[config.mk]
export PLATFORM = sky130hd
export DESIGN_NAME = sha256_block_compression_flat
export DESIGN_NICKNAME = d
export VERILOG_FILES = /design/src/rtl/shabc_pkg.sv /design/src/rtl/shabc_ifs.sv /design/src/rtl/shabc_datapath.sv /design/src/rtl/shabc_ctrl.sv /design/src/rtl/sha256_block_compression.sv /design/src/flat_wrapper.sv
export SDC_FILE = /design/constraint.sdc
export NUM_CORES = 2
export LEC_CHECK = 0
export BUFFER_PORTS_ARGS = -buffer_cell sky130_fd_sc_hd__buf_2
export CAP_MARGIN = 20
export CORE_ASPECT_RATIO = 1.5
export CORE_MARGIN = 2
export CORE_UTILIZATION = 49
export DETAILED_ROUTE_END_ITERATION = 6
export GPL_TIMING_DRIVEN = 0
export PLACE_DENSITY = 0.68
export SYNTH_ARGS = -nofsm -noshare
export SYNTH_HDL_FRONTEND = slang
export SYNTH_SLANG_ARGS = --single-unit
[constraint.sdc]
create_clock -name clk -period 21.6 [get_ports clk]
set_clock_uncertainty 0.15 [all_clocks]
set_input_delay 2.16 -clock clk [delete_from_list [all_inputs] [get_ports clk]]
set_output_delay 2.16 -clock clk [all_outputs]
set_load 0.03 [all_outputs]
[src/rtl/shabc_pkg.sv]
// shared types, constants and round tables for the sha-256 compression engine
package shabc_pkg;

  localparam int WordW     = 32;
  localparam int NumChain  = 8;
  localparam int NumWin    = 16;
  localparam int NumRounds = 64;

  typedef logic [WordW-1:0] word_t;

  // item opcodes
  localparam logic [1:0] OP_WORD = 2'd0;
  localparam logic [1:0] OP_LOAD = 2'd1;
  localparam logic [1:0] OP_INIT = 2'd2;

  localparam word_t ROUND_K [NumRounds] = '{
    32'h428A2F98, 32'h71374491, 32'hB5C0FBCF, 32'hE9B5DBA5,
    32'h3956C25B, 32'h59F111F1, 32'h923F82A4, 32'hAB1C5ED5,
    32'hD807AA98, 32'h12835B01, 32'h243185BE, 32'h550C7DC3,
    32'h72BE5D74, 32'h80DEB1FE, 32'h9BDC06A7, 32'hC19BF174,
    32'hE49B69C1, 32'hEFBE4786, 32'h0FC19DC6, 32'h240CA1CC,
    32'h2DE92C6F, 32'h4A7484AA, 32'h5CB0A9DC, 32'h76F988DA,
    32'h983E5152, 32'hA831C66D, 32'hB00327C8, 32'hBF597FC7,
    32'hC6E00BF3, 32'hD5A79147, 32'h06CA6351, 32'h14292967,
    32'h27B70A85, 32'h2E1B2138, 32'h4D2C6DFC, 32'h53380D13,
    32'h650A7354, 32'h766A0ABB, 32'h81C2C92E, 32'h92722C85,
    32'hA2BFE8A1, 32'hA81A664B, 32'hC24B8B70, 32'hC76C51A3,
    32'hD192E819, 32'hD6990624, 32'hF40E3585, 32'h106AA070,
    32'h19A4C116, 32'h1E376C08, 32'h2748774C, 32'h34B0BCB5,
    32'h391C0CB3, 32'h4ED8AA4A, 32'h5B9CCA4F, 32'h682E6FF3,
    32'h748F82EE, 32'h78A5636F, 32'h84C87814, 32'h8CC70208,
    32'h90BEFFFA, 32'hA4506CEB, 32'hBEF9A3F7, 32'hC67178F2
  };

  localparam word_t H_INIT [NumChain] = '{
    32'h6A09E667, 32'hBB67AE85, 32'h3C6EF372, 32'hA54FF53A,
    32'h510E527F, 32'h9B05688C, 32'h1F83D9AB, 32'h5BE0CD19
  };

  // commands from the controller to the datapath
  typedef struct packed {
    logic       win_shift;
    logic       chain_load;
    logic       chain_init;
    logic       work_init;
    logic       round_step;
    logic [5:0] round_idx;
    logic       final_add;
    logic       emit_load;
    logic [2:0] emit_idx;
  } dp_cmd_t;

endpackage

[src/rtl/shabc_ifs.sv]
// valid/ready channel interfaces for the input items and the digest words
interface shabc_in_if;
  logic        valid;
  logic        ready;
  logic [1:0]  op;
  logic [2:0]  chain_index;
  logic [31:0] value;

  modport source (output valid, op, chain_index, value, input ready);
  modport sink   (input valid, op, chain_index, value, output ready);
endinterface

interface shabc_out_if;
  logic        valid;
  logic        ready;
  logic [31:0] digest_word;
  logic [2:0]  digest_index;
  logic        last;

  modport source (output valid, digest_word, digest_index, last, input ready);
  modport sink   (input valid, digest_word, digest_index, last, output ready);
endinterface

[src/rtl/shabc_datapath.sv]
// schedule window, working variables, chaining value and output register
module shabc_datapath
  import shabc_pkg::*;
(
  input  logic    clk,
  input  logic    rst_n,
  input  dp_cmd_t cmd,
  input  logic [2:0] in_chain_index,
  input  word_t   in_value,
  output word_t   out_digest_word,
  output logic [2:0] out_digest_index,
  output logic    out_last
);

  function automatic word_t rotr(word_t x, int unsigned r);
    return (x >> r) | (x << (WordW - r));
  endfunction

  word_t win_r   [NumWin];
  word_t chain_r [NumChain];
  word_t work_r  [NumChain];
  word_t digest_r;
  logic [2:0] index_r;
  logic  last_r;

  word_t w_new, win_in;
  word_t s0, s1, bs0, bs1, chv, majv, t1, t2;

  // next schedule word: w[t+16] from taps t, t+1, t+9, t+14
  always_comb begin
    s0     = rotr(win_r[1], 7) ^ rotr(win_r[1], 18) ^ (win_r[1] >> 3);
    s1     = rotr(win_r[14], 17) ^ rotr(win_r[14], 19) ^ (win_r[14] >> 10);
    w_new  = win_r[0] + s0 + win_r[9] + s1;
    win_in = cmd.round_step ? w_new : in_value;
  end

  // one compression round
  always_comb begin
    bs0  = rotr(work_r[0], 2) ^ rotr(work_r[0], 13) ^ rotr(work_r[0], 22);
    bs1  = rotr(work_r[4], 6) ^ rotr(work_r[4], 11) ^ rotr(work_r[4], 25);
    majv = (work_r[0] & work_r[1]) ^ (work_r[0] & work_r[2]) ^ (work_r[1] & work_r[2]);
    chv  = (work_r[4] & work_r[5]) ^ (~work_r[4] & work_r[6]);
    t1   = work_r[7] + bs1 + chv + ROUND_K[cmd.round_idx] + win_r[0];
    t2   = bs0 + majv;
  end

  always_ff @(posedge clk) begin
    if (cmd.win_shift || cmd.round_step) begin
      for (int i = 0; i < NumWin - 1; i++) begin
        win_r[i] <= win_r[i+1];
      end
      win_r[NumWin-1] <= win_in;
    end
  end

  always_ff @(posedge clk) begin
    if (cmd.work_init) begin
      for (int i = 0; i < NumChain; i++) begin
        work_r[i] <= chain_r[i];
      end
    end else if (cmd.round_step) begin
      work_r[7] <= work_r[6];
      work_r[6] <= work_r[5];
      work_r[5] <= work_r[4];
      work_r[4] <= work_r[3] + t1;
      work_r[3] <= work_r[2];
      work_r[2] <= work_r[1];
      work_r[1] <= work_r[0];
      work_r[0] <= t1 + t2;
    end
  end

  always_ff @(posedge clk) begin
    if (!rst_n) begin
      for (int i = 0; i < NumChain; i++) begin
        chain_r[i] <= H_INIT[i];
      end
    end else if (cmd.chain_init) begin
      for (int i = 0; i < NumChain; i++) begin
        chain_r[i] <= H_INIT[i];
      end
    end else if (cmd.chain_load) begin
      chain_r[in_chain_index] <= in_value;
    end else if (cmd.final_add) begin
      for (int i = 0; i < NumChain; i++) begin
        chain_r[i] <= chain_r[i] + work_r[i];
      end
    end
  end

  always_ff @(posedge clk) begin
    if (cmd.emit_load) begin
      digest_r <= chain_r[cmd.emit_idx];
      index_r  <= cmd.emit_idx;
      last_r   <= (cmd.emit_idx == 3'd7);
    end
  end

  assign out_digest_word  = digest_r;
  assign out_digest_index = index_r;
  assign out_last         = last_r;

endmodule

[src/rtl/shabc_ctrl.sv]
// sequencer: word collection, round count, final add and digest emission
module shabc_ctrl
  import shabc_pkg::*;
(
  input  logic       clk,
  input  logic       rst_n,
  input  logic       in_valid,
  output logic       in_ready,
  input  logic [1:0] in_op,
  output logic       out_valid,
  input  logic       out_ready,
  output dp_cmd_t    cmd
);

  localparam logic [1:0] ST_IDLE  = 2'd0;
  localparam logic [1:0] ST_ROUND = 2'd1;
  localparam logic [1:0] ST_FINAL = 2'd2;
  localparam logic [1:0] ST_EMIT  = 2'd3;

  logic [1:0] state_r, state_nxt;
  logic [5:0] round_r, round_nxt;
  logic [3:0] cnt_r, cnt_nxt;
  logic [2:0] emit_r, emit_nxt;
  logic       out_valid_r, out_valid_nxt;
  logic       accept;

  assign in_ready  = (state_r == ST_IDLE);
  assign accept    = in_valid && in_ready;
  assign out_valid = out_valid_r;

  always_comb begin
    state_nxt     = state_r;
    round_nxt     = round_r;
    cnt_nxt       = cnt_r;
    emit_nxt      = emit_r;
    out_valid_nxt = out_valid_r;
    cmd           = '0;
    cmd.round_idx = round_r;
    cmd.emit_idx  = emit_r;

    if (out_ready) begin
      out_valid_nxt = 1'b0;
    end

    unique case (state_r)
      ST_IDLE: begin
        cmd.win_shift  = accept && (in_op == OP_WORD);
        cmd.chain_load = accept && (in_op == OP_LOAD);
        cmd.chain_init = accept && (in_op == OP_INIT);
        if (cmd.win_shift) begin
          cnt_nxt = cnt_r + 4'd1;
          if (cnt_r == 4'd15) begin
            cmd.work_init = 1'b1;
            round_nxt     = '0;
            state_nxt     = ST_ROUND;
          end
        end
      end
      ST_ROUND: begin
        cmd.round_step = 1'b1;
        round_nxt      = round_r + 6'd1;
        if (round_r == 6'(NumRounds - 1)) begin
          state_nxt = ST_FINAL;
        end
      end
      ST_FINAL: begin
        cmd.final_add = 1'b1;
        emit_nxt      = '0;
        state_nxt     = ST_EMIT;
      end
      ST_EMIT: begin
        if (!out_valid_r || out_ready) begin
          cmd.emit_load = 1'b1;
          out_valid_nxt = 1'b1;
          emit_nxt      = emit_r + 3'd1;
          if (emit_r == 3'd7) begin
            state_nxt = ST_IDLE;
          end
        end
      end
      default: begin
        state_nxt = ST_IDLE;
      end
    endcase
  end

  always_ff @(posedge clk) begin
    if (!rst_n) begin
      state_r     <= ST_IDLE;
      round_r     <= '0;
      cnt_r       <= '0;
      emit_r      <= '0;
      out_valid_r <= 1'b0;
    end else begin
      state_r     <= state_nxt;
      round_r     <= round_nxt;
      cnt_r       <= cnt_nxt;
      emit_r      <= emit_nxt;
      out_valid_r <= out_valid_nxt;
    end
  end

endmodule

[src/rtl/sha256_block_compression.sv]
// top level of the sha-256 compression engine
// sha-256 compression engine. message words (op 0) stream in big-endian word
// order; every sixteenth word completes a block, which is compressed into the
// eight-word chaining value and then sent out as eight digest words, index 0
// first, with last set on index 7. op 1 loads one chaining word, op 2 restores
// the standard initial hash value; neither touches a partly collected block,
// and op 3 is taken and ignored. the engine takes one input item per cycle
// while it is collecting. the sixteenth word starts the 64 rounds on the single
// round unit, followed by the chaining add; the eight digest words then leave
// at one per cycle while the sink is ready. input ready is low from the
// sixteenth word until the last digest word is in the output register; that
// word may still wait there while new items are taken
module sha256_block_compression
  import shabc_pkg::*;
(
  input  logic        clk,
  input  logic        rst_n,
  shabc_in_if.sink    in_ch,
  shabc_out_if.source out_ch
);

  dp_cmd_t cmd;

  // sequencer: decides per cycle what the datapath does
  shabc_ctrl u_ctrl (
    .clk       (clk),
    .rst_n     (rst_n),
    .in_valid  (in_ch.valid),
    .in_ready  (in_ch.ready),
    .in_op     (in_ch.op),
    .out_valid (out_ch.valid),
    .out_ready (out_ch.ready),
    .cmd       (cmd)
  );

  // datapath: schedule window, round unit, chaining value, output payload
  shabc_datapath u_dp (
    .clk              (clk),
    .rst_n            (rst_n),
    .cmd              (cmd),
    .in_chain_index   (in_ch.chain_index),
    .in_value         (in_ch.value),
    .out_digest_word  (out_ch.digest_word),
    .out_digest_index (out_ch.digest_index),
    .out_last         (out_ch.last)
  );

endmodule

[src/flat_wrapper.sv]
// flat-port wrapper written by rule: the top's interface ports become plain ports
module sha256_block_compression_flat import shabc_pkg::*;
  (clk, rst_n, in_ch_valid, in_ch_op, in_ch_chain_index, in_ch_value, in_ch_ready, out_ch_valid, out_ch_digest_word, out_ch_digest_index, out_ch_last, out_ch_ready);
  shabc_in_if in_ch_i ();
  shabc_out_if out_ch_i ();
  input  logic clk;
  input  logic rst_n;
  input wire logic [$bits(in_ch_i.valid)-1:0] in_ch_valid;
  input wire logic [$bits(in_ch_i.op)-1:0] in_ch_op;
  input wire logic [$bits(in_ch_i.chain_index)-1:0] in_ch_chain_index;
  input wire logic [$bits(in_ch_i.value)-1:0] in_ch_value;
  output wire logic [$bits(in_ch_i.ready)-1:0] in_ch_ready;
  output wire logic [$bits(out_ch_i.valid)-1:0] out_ch_valid;
  output wire logic [$bits(out_ch_i.digest_word)-1:0] out_ch_digest_word;
  output wire logic [$bits(out_ch_i.digest_index)-1:0] out_ch_digest_index;
  output wire logic [$bits(out_ch_i.last)-1:0] out_ch_last;
  input wire logic [$bits(out_ch_i.ready)-1:0] out_ch_ready;
  assign in_ch_i.valid = in_ch_valid;
  assign in_ch_i.op = in_ch_op;
  assign in_ch_i.chain_index = in_ch_chain_index;
  assign in_ch_i.value = in_ch_value;
  assign in_ch_ready = in_ch_i.ready;
  assign out_ch_valid = out_ch_i.valid;
  assign out_ch_digest_word = out_ch_i.digest_word;
  assign out_ch_digest_index = out_ch_i.digest_index;
  assign out_ch_last = out_ch_i.last;
  assign out_ch_i.ready = out_ch_ready;
  sha256_block_compression u_core (.clk(clk), .rst_n(rst_n), .in_ch(in_ch_i), .out_ch(out_ch_i));
endmodule
==> impl_metrics.sql <==
INSERT INTO impl_metrics (metric_group, metric, value, unit) VALUES
('sta', 'hold_slack', '0.198', 'ns'),
('clocking', 'clk-insertion-delay-late', '0.79', 'ns'),
('sta', 'worst_pin_slew', '1.24', 'ns'),
('sta', 'final-max-slew-violation-count', '0', ''),
('setup_path', 'endpoint_kind_of_the_worst_setup_timing_path', 'register', ''),
('grt', 'grt_antenna_before_repair', '8', ''),
('setup_path', 'cpPeakStageDelay', '0.82', 'ns'),
('drt', 'wire_per_inst', '32.2', 'µm'),
('floorplan', 'starting_density_of_the_core', '49.3', '%'),
('sta', 'hold_viol_final', '0', ''),
('run', 'maxCapViolations', '0', ''),
('clocking', 'cts-htree-levels', '3', ''),
('clocking', 'clock_sink_count', '1076', ''),
('clocking', 'clock_transition_at_the_register_clock_pins_on_the_worst_setup_and_hold_paths_after_cts', '0.07', 'ns'),
('grt', 'gr-total-overflow', '0', ''),
('grt', 'grt_start_max_net_pins', '76', ''),
('drt', 'via_density_per_instance', '6.22', ''),
('yosys', 'yosysTopAreaCellShare', '46.7', '%'),
('yosys', 'count_of_unique_library_cells_instantiated_by_yosys', '93', ''),
('finish', 'flow.area_growth_from_synthesis', '10.8', '%'),
('yosys', 'ys_ff_latch', '1076', ''),
('yosys', 'synth_async_sr_flop_share', '0', '%'),
('drt', 'drt_iter0_markers', '4763', ''),
('setup_path', 'crit_fanout', '14', ''),
('sta', 'relSlewSlack', '17.1', '%'),
('sta', 'setup-violations-final', '0', ''),
('setup_path', 'data_required_time_at_the_worst_endpoint', '21.95', 'ns'),
('finish', 'share_of_final_layout_standard_cells_stronger_than_drive_strength_1', '12.4', '%'),
('clocking', 'postCtsResizedCells', '0', ''),
('placed_design', 'dp_worst_setup_slack', '9.55', 'ns'),
('floorplan', 'die-area', '142000', 'µm²'),
('clocking', 'cts_made_buffers', '107', ''),
('setup_path', 'cp.arrival', '12.69', 'ns'),
('floorplan', 'fp.coreArea', '138000', 'µm²'),
('yosys', 'synth-seq-area-share', '47.2', '%'),
('drt', 'routed-via-count', '49281', ''),
('placed_design', 'gp_routability_congestion', '1.07', ''),
('drt', 'route.detailed.drc', '0', ''),
('setup_path', 'library_cell_appearing_most_often_on_the_critical_path', 'sky130_fd_sc_hd__a21oi_1', ''),
('sta', 'grt_setup_unrepaired', 'false', ''),
('yosys', 'mappedNetlistNets', '6380', ''),
('outcome', 'status', 'complete, no violations', ''),
('yosys', 'number_of_synthesized_flops_with_an_enable_pin', '1060', ''),
('floorplan', 'floorplan.io_pins', '79', ''),
('floorplan', 'die_width', '308', 'µm'),
('placed_design', 'placed_area', '71700', 'µm²'),
('grt', 'grt_first_pass_wirelength', '358000', 'µm'),
('yosys', 'synth_top_cells_by_area', 'sky130_fd_sc_hd__edfxtp_1, sky130_fd_sc_hd__ha_1, sky130_fd_sc_hd__fa_1', ''),
('drt', 'route.final.wire_length', '255000', 'µm'),
('floorplan', 'floorplan.rows', '167', ''),
('clocking', 'cts_root_buffer', 'sky130_fd_sc_hd__clkbuf_16', ''),
('drt', 'final_antenna_net_count', '0', ''),
('setup_path', 'crit_path_top_delay_cell', 'sky130_fd_sc_hd__clkbuf_1', ''),
('placed_design', 'placement.io_buffers', '52', ''),
('finish', 'fillCellCount', '11811', ''),
('sta', 'fmax', '0.0810', 'GHz'),
('yosys', 'syn-instance-count', '5746', ''),
('grt', 'first_global_vias', '50727', ''),
('sta', 'setup_tns_final', '0', 'ns'),
('yosys', 'syn_area', '68100', 'µm²'),
('drt', 'detail_route.first_pass.iterations', '6', ''),
('worst_hold_path', 'hold_path_class', 'register to register', ''),
('grt', 'grt_use_total', '36.1', '%'),
('finish', 'final_design_area_no_fill', '75500', 'µm²'),
('yosys', 'warnings_from_yosys', '0', ''),
('yosys', 'yosys.area.top_type', 'sky130_fd_sc_hd__edfxtp_1', ''),
('yosys', 'synth-main-ff-cell', 'sky130_fd_sc_hd__edfxtp_1', ''),
('yosys', 'avg_cell_area_syn', '11.9', 'µm²'),
('sta', 'post_route_clock_period_utilization', '57.2', '%'),
('setup_path', 'critical_path.startpoint_type', 'register', ''),
('floorplan', 'die_height', '461', 'µm'),
('setup_path', 'setup.worst_path.class', 'register to register', ''),
('clocking', 'post_cts_buffers', '0', ''),
('sta', 'final_critical_path_setup_slack', '9.25', 'ns'),
('finish', 'fin_nets', '6597', ''),
('placed_design', 'post_dp_hpwl', '205000', 'µm'),
('clocking', 'ctsHoldBuffers', '0', ''),
('sta', 'fin_crit', '12.35', 'ns'),
('clocking', 'cts.path.max_buffers', '3', ''),
('clocking', 'cts_tree', 'done', '');
[metrics by stage]
stage                     utilization (%)  instances
final                                54.7       7922
after global routing                 54.7       7917
after CTS                            54.6       7909
after detailed placement             51.9       7707
after global placement               51.2       7657
after floorplan                         -       5746
[layer usage]
metal / vias up / part of all wire, % / GRT usage [%]
li1: 21773 / - / -
met5: - / 0 / 0
met3: 856 / 5.3 / 4.93
met1: 24447 / 33 / 36.7
met4: 0 / 13 / 37.4
met2: 2205 / 49 / 62.0
[registers in the layout, summed over array words and instances, names as in the netlist, 3 cells and up]
register and count:
u_core.u_ctrl.round_r 6, u_core.u_dp.out_digest_word 32, u_core.u_ctrl.emit_r 3, u_core.u_dp.chain_r 256
u_core.u_dp.work_r 256, u_core.u_dp.out_digest_index 3, u_core.u_dp.win_r 512, u_core.u_ctrl.cnt_r 4
[final timing paths]
path                                              start                                  end  slack [ns]  depth (start not counted)
setup / recovery  u_core.u_ctrl.round_r[0]$_SDFFE_PN0P_  u_core.u_dp.work_r[0][30]$_DFFE_PP_        9.25                         38
hold / removal      u_core.u_dp.win_r[0][131]$_DFFE_PP_   u_core.u_dp.win_r[0][99]$_DFFE_PP_        0.20                          0
setup reg to reg  u_core.u_ctrl.round_r[0]$_SDFFE_PN0P_  u_core.u_dp.work_r[0][30]$_DFFE_PP_        9.25                         38
hold reg to reg     u_core.u_dp.win_r[0][131]$_DFFE_PP_   u_core.u_dp.win_r[0][99]$_DFFE_PP_        0.20                          0
[cell usage after synthesis (15+ instances only)]
cell / number
sky130_fd_sc_hd__nor3_1: 91
sky130_fd_sc_hd__inv_1: 259
sky130_fd_sc_hd__and3_1: 32
sky130_fd_sc_hd__nand2b_1: 60
sky130_fd_sc_hd__o22a_1: 39
sky130_fd_sc_hd__o21ai_0: 252
sky130_fd_sc_hd__buf_1: 33
sky130_fd_sc_hd__nand4_1: 29
sky130_fd_sc_hd__or3_1: 23
sky130_fd_sc_hd__nand3_1: 71
sky130_fd_sc_hd__dfxtp_1: 16
sky130_fd_sc_hd__mux2_2: 319
sky130_fd_sc_hd__mux2i_1: 27
sky130_fd_sc_hd__edfxtp_1: 1060
sky130_fd_sc_hd__o21bai_1: 41
sky130_fd_sc_hd__and2_1: 20
sky130_fd_sc_hd__o211ai_1: 26
sky130_fd_sc_hd__o21ai_1: 27
sky130_fd_sc_hd__a22oi_1: 19
sky130_fd_sc_hd__xnor2_1: 434
sky130_fd_sc_hd__a211oi_1: 41
sky130_fd_sc_hd__nand2_1: 329
sky130_fd_sc_hd__a22o_1: 15
sky130_fd_sc_hd__nor2b_1: 50
sky130_fd_sc_hd__mux4_2: 71
sky130_fd_sc_hd__o21a_1: 53
sky130_fd_sc_hd__a31oi_1: 51
sky130_fd_sc_hd__maj3_1: 21
sky130_fd_sc_hd__o31ai_1: 39
sky130_fd_sc_hd__xor2_1: 160
sky130_fd_sc_hd__ha_1: 398
sky130_fd_sc_hd__a21oi_1: 431
sky130_fd_sc_hd__clkbuf_1: 239
sky130_fd_sc_hd__a21o_1: 188
sky130_fd_sc_hd__nor2_1: 330
sky130_fd_sc_hd__fa_1: 195
sky130_fd_sc_hd__o22ai_1: 21
[cells by family (layout without fill, tap and decap cells)]
| logic type | after synthesis | count (layout) | synth area share [%] |
|---|---|---|---|
| XOR/XNOR | 595 | 595 | 7.67 |
| other | 0 | 7 | 0 |
| AND/OR/NAND/NOR | 1092 | 1092 | 7.38 |
| AO/OA/AOI/OAI | 1413 | 1413 | 13.4 |
| flip-flops | 1076 | 1076 | 47.2 |
| adder cells (fa/ha/maj) | 614 | 614 | 13.3 |
| buffers and inverters | 539 | 849 | 2.97 |
| multiplexers | 417 | 417 | 8.02 |
[worst max-delay path: cells and delay by family, from the launching register on]
family	cells	cell delay, ns
adder cells (fa/ha/maj)	7	2.90
flip-flops	1	0.50
buffers and inverters	8	2.72
AO/OA/AOI/OAI	19	4.75
XOR/XNOR	2	0.73
AND/OR/NAND/NOR	2	0.33
[layout make-up]
class | instances | area, µm² | share of cell area (%)
antenna | 7 | 17.5 | 0.0232
buffer | 274 | 1050 | 1.39
clock buffer | 117 | 2740 | 3.62
clock inverter | 85 | 1010 | 1.34
inverter | 265 | 995 | 1.32
multi-input combinational | 4131 | 34000 | 45.1
sequential | 1076 | 32200 | 42.6
tap | 1859 | 2330 | 3.08
timing repair buffer | 108 | 1200 | 1.59
[layout by cell type, fill, tap and decap left out, types with 26 or more instances in the layout]
cell type,instances
sky130_fd_sc_hd__mux4_2,71
sky130_fd_sc_hd__edfxtp_1,1060
sky130_fd_sc_hd__and3_1,32
sky130_fd_sc_hd__nand2_1,321
sky130_fd_sc_hd__o211ai_1,26
sky130_fd_sc_hd__nor2b_1,50
sky130_fd_sc_hd__nand3_1,71
sky130_fd_sc_hd__a21oi_1,431
sky130_fd_sc_hd__o31ai_1,39
sky130_fd_sc_hd__nor2_1,328
sky130_fd_sc_hd__o21ai_1,30
sky130_fd_sc_hd__o21a_1,53
sky130_fd_sc_hd__a31oi_1,51
sky130_fd_sc_hd__inv_1,259
sky130_fd_sc_hd__buf_2,61
sky130_fd_sc_hd__a21o_1,188
sky130_fd_sc_hd__clkbuf_16,108
sky130_fd_sc_hd__xnor2_1,434
sky130_fd_sc_hd__ha_1,398
sky130_fd_sc_hd__mux2i_1,27
sky130_fd_sc_hd__o21bai_1,41
sky130_fd_sc_hd__buf_1,27
sky130_fd_sc_hd__clkbuf_1,240
sky130_fd_sc_hd__nand2b_1,59
sky130_fd_sc_hd__fa_1,195
sky130_fd_sc_hd__o22a_1,39
sky130_fd_sc_hd__nand4_1,29
sky130_fd_sc_hd__o21ai_0,249
sky130_fd_sc_hd__xor2_1,160
sky130_fd_sc_hd__a211oi_1,41
sky130_fd_sc_hd__nor3_1,88
sky130_fd_sc_hd__mux2_2,319
Power is not shown: default switching activity piles up to over one toggle a cycle in this logic, so the estimate is an artifact.
